[src/hdl/wast_pkg.sv]
// shared constants, types and command codes for the windowed average slew tracker
// no dependencies; every other file of the block imports this package
package wast_pkg;

  localparam int WINDOW      = 10;
  localparam int SAMPLE_BITS = 24;
  localparam int LIMIT_W     = 16;
  localparam int SLEW_DIV    = 6;

  // running sum and fill count widths
  localparam int SUM_W  = SAMPLE_BITS + $clog2(WINDOW);
  localparam int FILL_W = $clog2(WINDOW + 1);

  // divide by WINDOW: magnitude times a rounded-up reciprocal, then shift
  localparam int AVG_SHIFT = SUM_W + $clog2(WINDOW);
  localparam int AVG_MUL_W = SUM_W + 1;
  localparam longint unsigned AVG_MUL_L = ((64'd1 << AVG_SHIFT) + WINDOW - 1) / WINDOW;
  localparam logic [AVG_MUL_W-1:0] AVG_MUL = AVG_MUL_W'(AVG_MUL_L);

  // divide by SLEW_DIV, same scheme on the difference magnitude
  localparam int DIFF_W     = SAMPLE_BITS + 1;
  localparam int SLEW_SHIFT = DIFF_W + $clog2(SLEW_DIV);
  localparam int SLEW_MUL_W = DIFF_W + 1;
  localparam int STEP_Q_W   = DIFF_W - $clog2(SLEW_DIV) + 1;
  localparam longint unsigned SLEW_MUL_L =
    ((64'd1 << SLEW_SHIFT) + SLEW_DIV - 1) / SLEW_DIV;
  localparam logic [SLEW_MUL_W-1:0] SLEW_MUL = SLEW_MUL_W'(SLEW_MUL_L);

  // register port
  localparam int ADDR_W    = 3;
  localparam int DATA_W    = 32;
  localparam int REG_IDX_W = ADDR_W - 2;
  localparam logic [REG_IDX_W-1:0] REG_STEP_LIMIT = REG_IDX_W'(0);
  localparam logic [LIMIT_W-1:0] STEP_LIMIT_RESET = LIMIT_W'(6554);

  typedef enum logic [1:0] {
    KIND_PUSH  = 2'd0,
    KIND_CLEAR = 2'd1,
    KIND_LOAD  = 2'd2
  } kind_t;

  typedef struct packed {
    logic push;
    logic clear;
  } win_cmd_t;

  typedef struct packed {
    logic upd;
    logic load;
  } trk_ctl_t;

endpackage

[src/hdl/wast_cell.sv]
// one window cell: holds an x/z sample pair and hands it on at each push
// depends on wast_pkg
module wast_cell (
  input  logic                                 clk,
  input  logic                                 en,
  input  logic signed [wast_pkg::SAMPLE_BITS-1:0] in_x,
  input  logic signed [wast_pkg::SAMPLE_BITS-1:0] in_z,
  output logic signed [wast_pkg::SAMPLE_BITS-1:0] out_x,
  output logic signed [wast_pkg::SAMPLE_BITS-1:0] out_z
);
  import wast_pkg::*;

  always_ff @(posedge clk) begin
    if (en) begin
      out_x <= in_x;
      out_z <= in_z;
    end
  end

endmodule

[src/hdl/wast_window.sv]
// sample window: chain of cells, fill count and running sums for both channels
// depends on wast_pkg and wast_cell
module wast_window (
  input  logic                                 clk,
  input  logic                                 rst,
  input  wast_pkg::win_cmd_t                   cmd,
  input  logic signed [wast_pkg::SAMPLE_BITS-1:0] sample_x,
  input  logic signed [wast_pkg::SAMPLE_BITS-1:0] sample_z,
  output logic signed [wast_pkg::SUM_W-1:0]       sum_x,
  output logic signed [wast_pkg::SUM_W-1:0]       sum_z,
  output logic                                 full_after
);
  import wast_pkg::*;

  logic signed [SAMPLE_BITS-1:0] tap_x [WINDOW+1];
  logic signed [SAMPLE_BITS-1:0] tap_z [WINDOW+1];
  logic [FILL_W-1:0]             fill_count;
  logic                          full_now;
  logic signed [SAMPLE_BITS-1:0] drop_x;
  logic signed [SAMPLE_BITS-1:0] drop_z;
  logic signed [SUM_W-1:0]       sum_x_next;
  logic signed [SUM_W-1:0]       sum_z_next;

  assign tap_x[0] = sample_x;
  assign tap_z[0] = sample_z;

  for (genvar i = 0; i < WINDOW; i++) begin : g_cell
    wast_cell u_cell (
      .clk   (clk),
      .en    (cmd.push),
      .in_x  (tap_x[i]),
      .in_z  (tap_z[i]),
      .out_x (tap_x[i+1]),
      .out_z (tap_z[i+1])
    );
  end

  assign full_now   = (fill_count == FILL_W'(WINDOW));
  assign full_after = full_now || (fill_count == FILL_W'(WINDOW - 1));

  // last cell is the oldest sample once the window is full
  assign drop_x = full_now ? tap_x[WINDOW] : '0;
  assign drop_z = full_now ? tap_z[WINDOW] : '0;

  assign sum_x_next = sum_x + SUM_W'(sample_x) - SUM_W'(drop_x);
  assign sum_z_next = sum_z + SUM_W'(sample_z) - SUM_W'(drop_z);

  always_ff @(posedge clk) begin
    if (rst || cmd.clear) begin
      fill_count <= '0;
      sum_x      <= '0;
      sum_z      <= '0;
    end else if (cmd.push) begin
      if (!full_now) begin
        fill_count <= fill_count + FILL_W'(1);
      end
      sum_x <= sum_x_next;
      sum_z <= sum_z_next;
    end
  end

endmodule

[config.mk]
export PLATFORM = sky130hd
export DESIGN_NAME = wast_window
export DESIGN_NICKNAME = d
export VERILOG_FILES = /design/src/hdl/wast_pkg.sv /design/src/hdl/wast_cell.sv /design/src/hdl/wast_window.sv
export SDC_FILE = /design/constraint.sdc
export NUM_CORES = 1
export LEC_CHECK = 0
export BUFFER_PORTS_ARGS = -buffer_cell sky130_fd_sc_hd__buf_2
export CORE_MARGIN = 1
export CORE_UTILIZATION = 55
export DETAILED_ROUTE_END_ITERATION = 16
export PLACE_DENSITY = 0.85
export SLEW_MARGIN = 20
export SYNTH_ARGS = -nofsm -noshare
export SYNTH_HDL_FRONTEND = slang
export SYNTH_SLANG_ARGS = --single-unit
[constraint.sdc]
create_clock -name clk -period 4.5 [get_ports clk]
set_clock_uncertainty 0.15 [all_clocks]
set_input_delay 0.225 -clock clk [delete_from_list [all_inputs] [get_ports clk]]
set_output_delay 0.225 -clock clk [all_outputs]
set_load 0.01 [all_outputs]
==> results.md <==
- I/O Buffers: 108
- Core Box Area: roughly 39000 sq um
- Slew Limit Fails: 0
- R2r startpoint: fill_count[0]
- Clk buf depth: 3
- Syn_nets: approximately 1600
- Post-DRT Antenna Nets: 0
- Pre-CTS setup slack: -0.103 ns
- Multi-input gate area: a little over 5000 sq um
- Power density cells: roughly 470 nW/um^2
- Post-synthesis area per instance: 15.5 sq um
- Worst EP required: slightly below 5 ns
- # DRC: 0
- First drt pass iteration count: 5
- Slowest-stage cell, CP: fa_1
- I/O pin count: 109
- Layout cells sized above 1: 0.146
- # fillers: ~2700
- Area growth from synthesis to layout: 16.9%
- Main synth FF type: edfxtp_1
- Post-synth top cells: edfxtp_1 (480), inv_1 (220), nor2_1 (70), ha_1 (61), dfxtp_1 (60)
- FF-to-FF End: sum_z[26]
- CP Max Fanout: 5
- H-tree levels: 2
- Area occupied by registers: 15600 sq um
- Crit-path cells: inv_1, ha_4, and3b_2, and2_1, fa_1, inv_1, fa_1, a21oi_1, o21ai_1, a21oi_2, o31ai_4, a311oi_1, buf_4, o21ai_1, a31oi_1, xor2_1, o21ai_1
- Outcome: complete, no violations
- Worst-margin pin slew: ~1 ns
- Setup TNS: 0 ns
- Final wirelength: ~37 mm
- FF-to-FF path depth: 17
- Max-cap check violation count: 0
- Final antenna diode count: 0
- R2R setup slack: just under 0.2 ns
- GRT Total Usage: 0.188
- Post-synth EDFFs: 480
- Crit path arrival time: roughly 4.6 ns
- Final nets: approximately 1800
- Number of synthesized register bits: 540
- Synth warn: 0
- First-pass GRT wire length: 57.3 mm
- Fin. Hold Viols: 0
- Max-slew headroom: 0.336
- Finish-stage setup viols: 0
- Peak Freq: ~230 MHz
- Most common cell in the netlist: edfxtp_1
- Min Tclk post-route: roughly 4.3 ns
- Pwr Total: approximately 12 mW
- Clock slew at reported path FFs: ~0.060 ns
- Largest net degree at the start of global routing: about 130
- Row count: 72
- Starting density of the core: 0.557
- Cell taking the most area after synthesis: edfxtp_1
- Asr flop ratio synth: 0
- Mapped cell area: 21500 sq um
- Die Height: 200 um
- CP Capture Type: flip-flop
- Vias: ~11000
- RePlAce Congestion: about 0.94
- Vias in the first global route: ~11000
- Hold path startpoint: sample_z[21]
- WHS: about 0.22 ns
- Synth area leaders: edfxtp_1 (67%), dfxtp_1 (5.6%), fa_1 (5.0%)
- Clk root buf: clkbuf_16
- Die Area: between 30000 and 40000 sq um
- Gate Count Post-Synth: around 1400
- Total CTS buffers: 53
- Hold endpoint: g_cell[0].u_cell.out_z[21]
- Clock sinks: between 500 and 600
- Post-synth top area share: 0.670
- Vias per cell: just over 5
- Antenna violations before repair: 0
- Wire per inst: roughly 17 um
- Startpoint type of the worst setup path: flip-flop
- Initial DRC count: approximately 630
- DP Area: 22700 sq um
- Final Instance Area: around 25000 sq um
- Hold crit path type: input pin to flip-flop
- Distinct cell type count after synthesis: approximately 70
- Worst-skew pair later-pin latency: about 0.59 ns
- Slack of the critical path: about 0.19 ns
- CTS tree: built
- Maximum VDD drop: roughly 0.00035 V
- Hold depth: 2
- RSZ-0062 raised after global routing: no
- Grt ovf: 0
- Post-DP HPWL: between 20 and 25 mm
- Die X: about 200 um
- Post-synthesis sequential area ratio: 0.726
- Slowest Stage Delay on Critical Path: 0.49 ns
- Leak pwr: ~10 nW
- Fin crit share: 0.957
- Crit path kind: flip-flop to flip-flop
- CP dominant cell by count: o21ai_1
worst max-delay path: cells and delay by family (launching register included):
family / cells / cell delay, ns
adders and majority gates: 3 / 1.15
AOI/OAI and AO/OA: 8 / 1.49
xor gates and xnor gates: 1 / 0.17
buffers and inverters: 3 / 0.37
DFF: 1 / 0.36
and+or+nand+nor: 2 / 0.48
where the power goes:
part	total [mW]	switching (mW)	internal, mW	leakage, nW
combinational	1.57	0.917	0.649	3.96
sequential	5.92	0.111	5.81	5.19
clock	4.45	1.81	2.63	0.883
total	11.9	2.84	9.09	10.0
metrics by stage:
stage,cells,utilization
after floorplan,1388,-
after global placement,1999,0.589
after detailed placement,1999,0.589
after CTS,2151,0.649
after global routing,2155,0.651
final,2155,0.651
state kept, by name, summed over array words and instances (netlist names):
signal	count
sum_z	28
g_cell.u_cell.out_x	240
g_cell.u_cell.out_z	240
fill_count	4
sum_x	28
layout by cell type, fill, tap and decap left out, types with 6 or more instances in the layout:
master         synthesis  routed
clkbuf_1              25       6
clkinv_2               0      14
xor2_1                21      21
nand2_1               49      49
a21oi_1               49      47
a211oi_1               7       7
o21ai_1               11      11
o21a_1                14      14
and2_1                46      46
dlygate4sd3_1          0      52
inv_1                220     220
clkinv_1               0      13
mux2i_1               36      36
fa_1                  54      54
xnor2_1               26      26
a21o_1                28      28
nor2_1                70      70
buf_2                  0     107
nor3_1                15      15
dfxtp_1               60      59
bufinv_16              0       7
nand3_1               16      16
buf_4                  0      12
o21ai_0               17      17
ha_1                  61      57
edfxtp_1             480     480
clkbuf_16              0      55
how the worst max path moves through the flow:
stage,start,end,slack (ns)
2_1_floorplan,fill_count[0],sum_x[24],0.33
3_3_place_gp,fill_count[0],sum_x[27],0.08
3_5_place_dp,fill_count[0],sum_x[24],-0.10
4_1_cts,fill_count[0],sum_z[25],0.11
5_1_grt,fill_count[0],sum_z[25],0.02
6_report,fill_count[0],sum_z[26],0.19
cells by family (layout without fill, tap and decap cells):
family,after synthesis,count (layout),synth area share
mux,36,36,0.0167
fa+ha+maj,115,115,0.0857
compound gates,176,176,0.0570
xor+xnor,47,47,0.0191
simple gates,224,226,0.0505
flops,540,540,0.726
buf+inv,250,497,0.0453
cell type report:
type | instances | share of cell area
clock buffer | 61 | 0.0556
clock inverter | 39 | 0.0149
inverter | 220 | 0.0328
multi-input combinational | 600 | 0.200
sequential | 540 | 0.621
tap | 518 | 0.0258
timing repair buffer | 177 | 0.0501
layer usage:
layer / GRT usage / wire, um / vias up
met3: 0.0366 / 1900 / 75
li1: - / - / 5294
met1: 0.267 / 17000 / 5575
met4: 0.0859 / 1210 / 0
met5: 0 / 0 / -
met2: 0.285 / 17000 / 245
what timing repair did:
item	4_1_cts	5_1_grt
setup buffers	0	2
pin swaps	0	6
cloned	0	2
hold buffers	52	0
gates resized for setup	4	13
hold endpoints to repair	62	0
endpoints found under the setup margin	5	6
No activity file was read; power rests on OpenSTA's default activity.
