[src/hdl/wast_pkg.sv]
// shared constants, types and command codes for the windowed average slew tracker
// no dependencies; every other file of the block imports this package
package wast_pkg;

  localparam int WINDOW      = 10;
  localparam int SAMPLE_BITS = 24;
  localparam int LIMIT_W     = 16;
  localparam int SLEW_DIV    = 6;

  // running sum and fill count widths
  localparam int SUM_W  = SAMPLE_BITS + $clog2(WINDOW);
  localparam int FILL_W = $clog2(WINDOW + 1);

  // divide by WINDOW: magnitude times a rounded-up reciprocal, then shift
  localparam int AVG_SHIFT = SUM_W + $clog2(WINDOW);
  localparam int AVG_MUL_W = SUM_W + 1;
  localparam longint unsigned AVG_MUL_L = ((64'd1 << AVG_SHIFT) + WINDOW - 1) / WINDOW;
  localparam logic [AVG_MUL_W-1:0] AVG_MUL = AVG_MUL_W'(AVG_MUL_L);

  // divide by SLEW_DIV, same scheme on the difference magnitude
  localparam int DIFF_W     = SAMPLE_BITS + 1;
  localparam int SLEW_SHIFT = DIFF_W + $clog2(SLEW_DIV);
  localparam int SLEW_MUL_W = DIFF_W + 1;
  localparam int STEP_Q_W   = DIFF_W - $clog2(SLEW_DIV) + 1;
  localparam longint unsigned SLEW_MUL_L =
    ((64'd1 << SLEW_SHIFT) + SLEW_DIV - 1) / SLEW_DIV;
  localparam logic [SLEW_MUL_W-1:0] SLEW_MUL = SLEW_MUL_W'(SLEW_MUL_L);

  // register port
  localparam int ADDR_W    = 3;
  localparam int DATA_W    = 32;
  localparam int REG_IDX_W = ADDR_W - 2;
  localparam logic [REG_IDX_W-1:0] REG_STEP_LIMIT = REG_IDX_W'(0);
  localparam logic [LIMIT_W-1:0] STEP_LIMIT_RESET = LIMIT_W'(6554);

  typedef enum logic [1:0] {
    KIND_PUSH  = 2'd0,
    KIND_CLEAR = 2'd1,
    KIND_LOAD  = 2'd2
  } kind_t;

  typedef struct packed {
    logic push;
    logic clear;
  } win_cmd_t;

  typedef struct packed {
    logic upd;
    logic load;
  } trk_ctl_t;

endpackage

[src/hdl/wast_slew.sv]
// slew-limited tracker for one channel: moves toward the average by a clamped sixth
// depends on wast_pkg
module wast_slew (
  input  logic                                 clk,
  input  logic                                 rst,
  input  logic                                 en,
  input  wast_pkg::trk_ctl_t                   ctl,
  input  logic signed [wast_pkg::SAMPLE_BITS-1:0] load_val,
  input  logic signed [wast_pkg::SAMPLE_BITS-1:0] avg,
  input  logic [wast_pkg::LIMIT_W-1:0]            step_limit,
  output logic signed [wast_pkg::SAMPLE_BITS-1:0] tracked
);
  import wast_pkg::*;

  localparam int PROD_W = DIFF_W + SLEW_MUL_W;
  localparam int TOT_W  = SAMPLE_BITS + 2;

  logic signed [DIFF_W-1:0]      diff;
  logic                          neg;
  logic [DIFF_W-1:0]             mag;
  logic [PROD_W-1:0]             prod;
  logic [DIFF_W-1:0]             quo;
  logic [DIFF_W-1:0]             lim;
  logic [DIFF_W-1:0]             step_mag;
  logic signed [DIFF_W-1:0]      step;
  logic signed [TOT_W-1:0]       total;
  logic signed [SAMPLE_BITS-1:0] sat;

  assign diff = DIFF_W'(avg) - DIFF_W'(tracked);
  assign neg  = diff[DIFF_W-1];
  assign mag  = neg ? DIFF_W'(-diff) : DIFF_W'(diff);
  assign prod = PROD_W'(mag) * PROD_W'(SLEW_MUL);
  assign quo  = DIFF_W'(prod[SLEW_SHIFT +: STEP_Q_W]);
  assign lim  = DIFF_W'(step_limit);

  // clamp the magnitude, then restore the sign (truncation toward zero)
  assign step_mag = (quo > lim) ? lim : quo;
  assign step     = neg ? signed'(-step_mag) : signed'(step_mag);
  assign total    = TOT_W'(tracked) + TOT_W'(step);

  always_comb begin
    if (total[TOT_W-1:SAMPLE_BITS-1] == '0 || total[TOT_W-1:SAMPLE_BITS-1] == '1) begin
      sat = total[SAMPLE_BITS-1:0];
    end else if (total[TOT_W-1]) begin
      sat = {1'b1, {(SAMPLE_BITS-1){1'b0}}};
    end else begin
      sat = {1'b0, {(SAMPLE_BITS-1){1'b1}}};
    end
  end

  always_ff @(posedge clk) begin
    if (rst) begin
      tracked <= '0;
    end else if (en) begin
      if (ctl.load) begin
        tracked <= load_val;
      end else if (ctl.upd) begin
        tracked <= sat;
      end
    end
  end

endmodule

[config.mk]
export PLATFORM = sky130hd
export DESIGN_NAME = wast_slew
export DESIGN_NICKNAME = d
export VERILOG_FILES = /design/src/hdl/wast_pkg.sv /design/src/hdl/wast_slew.sv
export SDC_FILE = /design/constraint.sdc
export NUM_CORES = 1
export LEC_CHECK = 0
export ABC_AREA = 1
export ABC_CLOCK_PERIOD_IN_PS = 27500
export BUFFER_PORTS_ARGS = -buffer_cell sky130_fd_sc_hd__buf_2
export CAP_MARGIN = 5
export CORE_MARGIN = 4
export CORE_UTILIZATION = 25
export CTS_BUF_LIST = sky130_fd_sc_hd__clkbuf_4 sky130_fd_sc_hd__clkbuf_8
export DETAILED_ROUTE_END_ITERATION = 7
export PLACE_DENSITY = 0.39
export SLEW_MARGIN = 20
export SYNTH_ARGS = -nofsm -noshare
export SYNTH_HDL_FRONTEND = slang
export SYNTH_SLANG_ARGS = --single-unit
export TNS_END_PERCENT = 100
[constraint.sdc]
create_clock -name clk -period 27.5 [get_ports clk]
set_input_delay 5.5 -clock clk [delete_from_list [all_inputs] [get_ports clk]]
set_output_delay 5.5 -clock clk [all_outputs]
set_load 0.01 [all_outputs]
==> metrics, run 1 <==
Final setup viols=0; drt wl/cell=17.79 microns; top_reg_cell synth=dfxtp_1; H-Tree Depth=1; routed vias/inst=4.534; RSZ-0062 raised after global routing=no; drt pass-1 iters=7; gr usage total=0.1616; area of the multi-input gates=12260 sq um; crit path time final=21290 ps; Sink Count=24; status=completed; Worst Skew=1.857 ps; biggest regs=tracked x24; crit start category=input port; Buf+Inv Stages, Crit Path=13; initial antenna violation count=0; Core Region=roughly 58000 sq um; post-synthesis average cell area=around 7.1 sq um; critical-path cell with the highest stage delay=fa_1; post-synth top area share=0.2327; Resized Gates After CTS=0; die span in x=251.3 microns; number of max-cap violations=0; Area growth syn-to-layout=9.191%; Reg area=480.5 sq um; initial core utilization=0.2545; # hold bufs at CTS=0; Synth Instances=about 2100; Seq cells post-synth=24; delay of the slowest cell on the worst path=760 ps; ant diodes=0; Root Driver=clkbuf_8; pin count of the biggest net entering global routing=48; Crit Path Max Fanout=32; Clk Latency, worst-skew pair=270 ps; Slew @ Worst Pin=just over 1000 ps; Filler cells=approximately 6500; DRT iter0 DRCs=approximately 780; die height=251.3 microns; Synth cell types=61; Hold Fails Final Rpt=0; Clock transition at path regs=about 90 ps; CP most frequent cell=inv_1; crit path DAT=21440 ps; post-route ant nets=0; Syn. warnings=0; I/O pins=93; CP required=between 20000 and 30000 ps; Async S/R FF share, synth=0; layout cells sized above 1=0.07585; Crit Path Class=in -> reg; Reg with most FFs=tracked; accumulated negative setup slack=0 ps; Fmax=around 47 MHz; Hold WC Path Type=reg -> reg; Net Count, Synth=between 2000 and 3000; Top delay family on crit path=adder cells; most frequent cells after synthesis=inv_1 (510), nand2_1 (355), ha_1 (268); Hold Slack=about 540 ps; max reg flops=24; first-pass GRT wire length=79890 microns; Seq/Total Area, Yosys=0.03247; number of global-route vias before repair=13530; CTS Buf Count=3; CTS tree=done; Slew Limit Fails=0; Clock Path Buffers=2; # rows=88; Port Buffer Count=92; Post-CTS Setup Repair Bufs=0; fin crit share=0.7742; # DRC=0; largest cells by area after synthesis=fa_1 (23%), ha_1 (23%), inv_1 (13%); Detailed Place HPWL=47970 microns; most numerous cell in the Yosys netlist=inv_1; Via Count=13210; final net count=2660; number of flops mapped to enable cells by yosys=0; relative slew slack=0.3247; die area=63150 sq um; cell taking the most area after synthesis=fa_1; Crit. End Element=register; gpl congestion=0.9222; Remaining Overflow, GRT=0; final wirelength=about 52000 microns; post-synthesis cell area=between 10000 and 15000 sq um
==> cell type report <==
| class | instances | area share |
|---|---|---|
| Tap cell | 765 | 0.05924 |
| Sequential cell | 24 | 0.02974 |
| Timing Repair Buffer | 95 | 0.02989 |
| Multi-Input combinational cell | 1512 | 0.7589 |
| Inverter | 515 | 0.1196 |
| Clock buffer | 3 | 0.002555 |
==> path summary, 6_finish.rpt <==
check | end | cells past startpoint | slack, ps | start
max reg2reg | tracked[22] | 75 | 11020 | tracked[2]
max | tracked[22] | 77 | 6210 | avg[0]
min reg2reg | tracked[0] | 2 | 540 | tracked[0]
min | tracked[0] | 2 | 540 | tracked[0]
==> worst register-to-register path, delay by kind of cell (launching register included) <==
kind                     cells  cell delay, ps
AND/OR/NAND/NOR             25            3730
flip-flops                   1             490
adder cells (fa/ha/maj)     12            5540
buffers and inverters       12            1140
AO/OA/AOI/OAI               22            4070
XOR/XNOR                     4            1420
==> stage by stage <==
step           instances  setup WS [ps]  instance area, sq um    util
3_3_place_gp        2911           6071                 16120  0.2772
4_1_cts             2914           6146                 16160  0.2779
6_report            2914           6208                 16160  0.2779
5_1_grt             2914           4769                 16160  0.2779
2_1_floorplan       2075           8879                 14800       -
3_5_place_dp        2911           5928                 16120  0.2772
==> layout by cell type, fill, tap and decap left out, types with 2 or more instances in the layout <==
master	synthesis	layout
o21ai_1	21	21
dfxtp_1	24	24
and3_1	2	2
nand2_1	355	355
buf_4	0	3
a31o_2	2	2
o21a_1	9	9
a211oi_1	4	4
nand3_2	11	11
nor2_1	159	159
or2_2	4	4
ha_1	268	268
nand2_2	18	18
xor2_1	51	51
o21ai_0	66	65
nand3_1	59	59
nor4_1	7	7
a21oi_1	149	149
o21ai_2	4	5
o211ai_1	3	3
o21bai_1	8	8
nor3_1	24	24
inv_2	4	4
clkbuf_8	0	3
xnor2_1	36	36
inv_1	510	510
a21boi_0	2	2
o221ai_1	3	3
nand3b_1	9	9
a21o_1	3	3
a21boi_2	2	2
fa_1	172	172
a31oi_1	13	13
nand4_1	16	16
buf_2	3	92
nand2_4	2	2
a21oi_2	2	2
nor2_2	5	5
nor2_4	3	3
==> cells by family after synthesis <==
kind of cell,count (synthesis),share of synthesized area
flip-flops,24,0.03247
adder cells (fa/ha/maj),440,0.4593
buffers and inverters,539,0.1391
AO/OA/AOI/OAI,302,0.1152
AND/OR/NAND/NOR,682,0.2014
XOR/XNOR,88,0.05259
==> layer usage <==
layer / routed length [microns] / track usage / up-vias
met5: 0 / 0 / -
li1: - / - / 6650
met4: 652 / 0.01648 / 0
met2: 24510 / 0.2739 / 180
met3: 1458 / 0.01169 / 25
met1: 25210 / 0.2338 / 6358
Power of run 1 is not shown: default switching activity piles up to over one toggle a cycle in this logic, so the estimate is an artifact.
==> run 2: changes to the inputs <==
--- a/config.mk
+++ b/config.mk
@@ -5,15 +5,15 @@
 export SDC_FILE = /design/constraint.sdc
 export NUM_CORES = 1
 export LEC_CHECK = 0
-export ABC_AREA = 1
-export ABC_CLOCK_PERIOD_IN_PS = 27500
+export ABC_AREA = 0
+export ABC_CLOCK_PERIOD_IN_PS = 18400
 export BUFFER_PORTS_ARGS = -buffer_cell sky130_fd_sc_hd__buf_2
 export CAP_MARGIN = 5
 export CORE_MARGIN = 4
 export CORE_UTILIZATION = 25
 export CTS_BUF_LIST = sky130_fd_sc_hd__clkbuf_4 sky130_fd_sc_hd__clkbuf_8
 export DETAILED_ROUTE_END_ITERATION = 7
-export PLACE_DENSITY = 0.39
+export PLACE_DENSITY = 0.4
 export SLEW_MARGIN = 20
 export SYNTH_ARGS = -nofsm -noshare
 export SYNTH_HDL_FRONTEND = slang
==> constraint.sdc (replaced) <==
create_clock -name clk -period 18.4 [get_ports clk]
set_input_delay 3.68 -clock clk [delete_from_list [all_inputs] [get_ports clk]]
set_output_delay 3.68 -clock clk [all_outputs]
set_load 0.01 [all_outputs]
==> run 2 against run 1 <==
Against the previous run:
- worst setup slack worse by 5900 ps
- wire length up 8.8%
- core utilization up 8.0 points
- area after synthesis up 2.1%
- largest cell class unchanged
- register-to-register slack worse by 7800 ps
- clock skew up 5.6 ps
- flip-flop and latch count unchanged
- cell count up 8.5%
- clock-buffer cell count unchanged
- worst hold slack worse by 42 ps
- first-iteration DRC count down 27%
- final area up 32%
==> metrics, run 2 <==
die area=64410 sq um; post-route ant nets=0; layout cells sized above 1=0.3361; Async S/R FF share, synth=0; Clock transition at path regs=approximately 90 ps; status=completed; CTS tree=done; number of flops mapped to enable cells by yosys=0; Sink Count=24; routed vias/inst=4.728; relative slew slack=0.4094; Syn. warnings=0; crit start category=input port; RSZ-0062 raised after global routing=yes; die height=253.8 microns; # DRC=0; Clk Latency, worst-skew pair=280 ps; max reg flops=24; initial core utilization=0.2540; gpl congestion=0.9060; DRT iter0 DRCs=570; cell taking the most area after synthesis=fa_1; Remaining Overflow, GRT=0; initial antenna violation count=2; Synth cell types=89; drt pass-1 iters=5; Hold WC Path Type=reg -> reg; post-synthesis cell area=15100 sq um; post-synth top area share=0.2280; Area growth syn-to-layout=40.96%; delay of the slowest cell on the worst path=600 ps; most numerous cell in the Yosys netlist=inv_1; Root Driver=clkbuf_8; Slew @ Worst Pin=877.9 ps; top_reg_cell synth=dfxtp_1; Final setup viols=0; Crit Path Max Fanout=6; most frequent cells after synthesis=inv_1 (376), ha_1 (268), fa_1 (172); # hold bufs at CTS=0; number of global-route vias before repair=15650; Seq/Total Area, Yosys=0.03181; commonest non-fill, non-tap cell in the layout=buf_4; Worst Skew=around 7.5 ps; Hold Slack=502.3 ps; CP required=18610 ps; Net Count, Synth=2390; largest cells by area after synthesis=fa_1 (23%), ha_1 (22%), inv_1 (9.3%); most frequent cells in the layout=buf_4 (429), inv_1 (346), ha_1 (246), fa_1 (159), nand2_1 (106); biggest regs=tracked x24; H-Tree Depth=1; post-synthesis average cell area=about 8.0 sq um; Port Buffer Count=92; first-pass GRT wire length=about 87000 microns; final wirelength=56380 microns; Crit. End Element=register; final net count=a little under 3000; crit path DAT=~18000 ps; pin count of the biggest net entering global routing=32; Core Region=59460 sq um; CP most frequent cell=inv_2; Clock Path Buffers=2; gr usage total=0.1698; crit path time final=18090 ps; number of max-cap violations=0; die span in x=253.8 microns; Seq cells post-synth=24; Filler cells=6296; Synth Instances=1881; Hold Fails Final Rpt=0; drt wl/cell=approximately 18 microns; Detailed Place HPWL=49610 microns; I/O pins=93; Via Count=14960; fin crit share=0.9829; CTS Buf Count=3; Crit Path Class=in -> reg; critical-path cell with the highest stage delay=fa_2; Reg with most FFs=tracked; Fmax=55.29 MHz; Slew Limit Fails=0; # rows=89
run 2: cell count changes after synthesis, sizes merged, moves of 35 or more:
cell,before,now
nand2,375,111
xnor2,36,71
inv,514,376
a21o,4,44
nor2,167,98
run 2: path summary, 6_finish.rpt:
check / depth (start not counted) / start / slack, ps / end
setup reg to reg: 71 / tracked[1] / 3180 / tracked[2]
hold reg to reg: 2 / tracked[12] / 500 / tracked[12]
setup / recovery: 72 / avg[0] / 310 / tracked[2]
hold / removal: 2 / tracked[12] / 500 / tracked[12]
run 2: repair_timing:
item,4_1_cts,5_1_grt
pin swaps,32,150
setup buffers,7,32
endpoints found under the setup margin,24,24
cloned,1,4
hold endpoints to repair,0,0
gates resized for setup,70,248
run 2: cell families after synthesis:
group           count (synthesis)  synth area share
compound gates                447            0.1933
fa+ha+maj                     440            0.4500
simple gates                  439            0.1511
buf+inv                       413            0.1032
xor+xnor                      101           0.05906
flops                          24           0.03181
mux                            17           0.01151
run 2: area by class of cell:
class | count | area (sq um) | area share
multi-input cells | 1444 | 14380 | 0.6752
repair buffers | 542 | 4008 | 0.1882
inverters | 376 | 1416 | 0.06652
well taps | 773 | 967.2 | 0.04543
flip-flops and latches | 24 | 480.5 | 0.02257
clock buffers | 3 | 41.29 | 0.001939
diodes | 1 | 2.502 | 0.0001175
run 2: stage by stage:
stage,setup TNS (ps),instances,instance area (sq um),utilization,worst slack [ps]
after detailed placement,-22850,3118,19520,0.3282,-989.2
after CTS,0,3129,19980,0.3359,10.78
final,0,3163,21290,0.3581,314.6
after global placement,-19030,3118,19520,0.3282,-835.5
after floorplan,0,1881,15110,-,62.19
after global routing,-5492,3162,21290,0.3580,-272.0
run 2: worst max-delay path, delay by kind of cell:
family	cells	cell delay, ps
fa+ha+maj	13	4920
compound gates	23	4340
simple gates	14	2940
buf+inv	19	1940
xor+xnor	2	370
mux	1	110
run 2: layer usage:
layer,track usage,share of wire
met3,0.009620,0.026
met1,0.2345,0.47
met2,0.2937,0.48
met5,0,0.00014
met4,0.03746,0.022
Power of run 2 is left out for the same reason.
==> run 3: changes to the inputs <==
==> constraint.sdc (replaced) <==
create_clock -name clk -period 18.4 [get_ports clk]
set_input_delay 0.92 -clock clk [delete_from_list [all_inputs] [get_ports clk]]
set_output_delay 0.92 -clock clk [all_outputs]
set_load 0.01 [all_outputs]
==> run 3 against run 2 <==
Against the previous run:
- core utilization decreased by 7.5 points
- fmax is 5.2% higher
- via count down 10%
- worst setup slack gained 890 ps
- die area did not move
- cell count fell by 13%
- global-route usage is 1.2 points lower
- clock skew rose by 2.0 ps
- worst hold slack improved by 41 ps
- wire length down 9.3%
- first-iteration DRC count rose by 25%
- register-to-register slack worse by 1700 ps
- largest cell class unchanged
==> metrics, run 3 (same netlist as run 2, synthesis figures left out) <==
status=completed; Port Buffer Count=92; Remaining Overflow, GRT=0; H-Tree Depth=1; Root Driver=clkbuf_8; # DRC=0; max reg flops=24; most frequent cells in the layout=inv_1 (376), ha_1 (268), fa_1 (171), a21oi_1 (124), nand2_1 (110); first-pass GRT wire length=80320 microns; number of max-cap violations=0; crit path time final=17200 ps; Slew Limit Fails=0; Detailed Place HPWL=45780 microns; biggest regs=tracked x24; Core Region=59460 sq um; Reg with most FFs=tracked; Clk Latency, worst-skew pair=280 ps; die area=64410 sq um; die span in x=253.8 microns; Placed Cells=2749; Fmax=slightly below 60 MHz; drt wl/cell=18.55 microns; DRT iter0 DRCs=711; RSZ-0062 raised after global routing=no; accumulated negative setup slack=0 ps; Slew @ Worst Pin=roughly 900 ps; number of global-route vias before repair=about 14000; crit path DAT=17370 ps; pre-CTS setup slack=approximately 410 ps; Via Count=13440; CP required=18570 ps; final net count=2490; CTS tree=done; Crit. End Element=register; final wirelength=51110 microns; commonest non-fill, non-tap cell in the layout=inv_1; Crit Path Class=in -> reg; Clock Path Buffers=2; Hold Fails Final Rpt=0; # rows=89; critical-path cell with the highest stage delay=fa_2; Area growth syn-to-layout=11.51%; Finished Layout Cells=around 2800; post-route ant nets=0; die height=253.8 microns; initial core utilization=0.2540; CTS Buf Count=3; Crit Path Max Fanout=23; initial antenna violation count=5; Worst Skew=9.464 ps; Filler cells=6571; PnR worst setup slack=1201 ps; routed vias/inst=4.879; Hold WC Path Type=reg -> reg; relative slew slack=0.3658; Sink Count=24; Top delay family on crit path=adder cells; drt pass-1 iters=6; crit start category=input port; gpl congestion=0.9006; pin count of the biggest net entering global routing=35; fin crit share=0.9347; gr usage total=0.1577; layout cells sized above 1=0.09848; delay of the slowest cell on the worst path=around 700 ps; Clock transition at path regs=~100 ps; I/O pins=93; Buf+Inv Stages, Crit Path=9; Final setup viols=0
-- run 3: per-layer routing --
metal	vias to the layer above	GRT usage	part of all wire
met5	-	0	0.00065
met4	4	0.03401	0.025
met3	48	0.01279	0.035
met2	283	0.2536	0.45
met1	6479	0.2314	0.49
li1	6629	-	-
-- run 3: final cells by class --
cell class	instances	area, sq um	area share
multi-input cells	1444	13150	0.7808
inverters	376	1411	0.08379
well taps	773	967.2	0.05742
repair buffers	132	773.2	0.04591
flip-flops and latches	24	480.5	0.02852
clock buffers	4	55.05	0.003268
diodes	2	5.005	0.0002971
-- run 3: path summary, 6_finish.rpt --
kind / from / to / slack (ps) / cells after the start
worst min register to register: tracked[12] / tracked[12] / 540 / 2
worst max-delay path: avg[0] / tracked[8] / 1200 / 69
worst min-delay path: tracked[12] / tracked[12] / 540 / 2
worst max register to register: tracked[1] / tracked[8] / 1460 / 66
-- run 3: stage by stage --
stage,util,area [sq um],hold slack (ps)
CTS,0.2821,16770,539.7
finish,0.2833,16840,543.8
detailed placement,0.2812,16720,523.3
global route,0.2832,16840,571.7
global placement,0.2810,16710,527.8
floorplan,-,15100,510.3
-- run 3: what timing repair did --
item | CTS | global route
gates resized for setup | 0 | 11
buffers inserted | 0 | 0
setup endpoints to repair | 0 | 24
hold buffers | 0 | 0
endpoints found under the hold margin | 0 | 0
-- run 3: worst reg2reg max path: cells and delay by family, from the launching register on --
family / cells / cell delay [ps]
compound gates: 29 / 6040
fa+ha+maj: 11 / 4780
simple gates: 16 / 4140
xor+xnor: 3 / 700
buf+inv: 7 / 610
flops: 1 / 550
Power of run 3 is left out for the same reason.
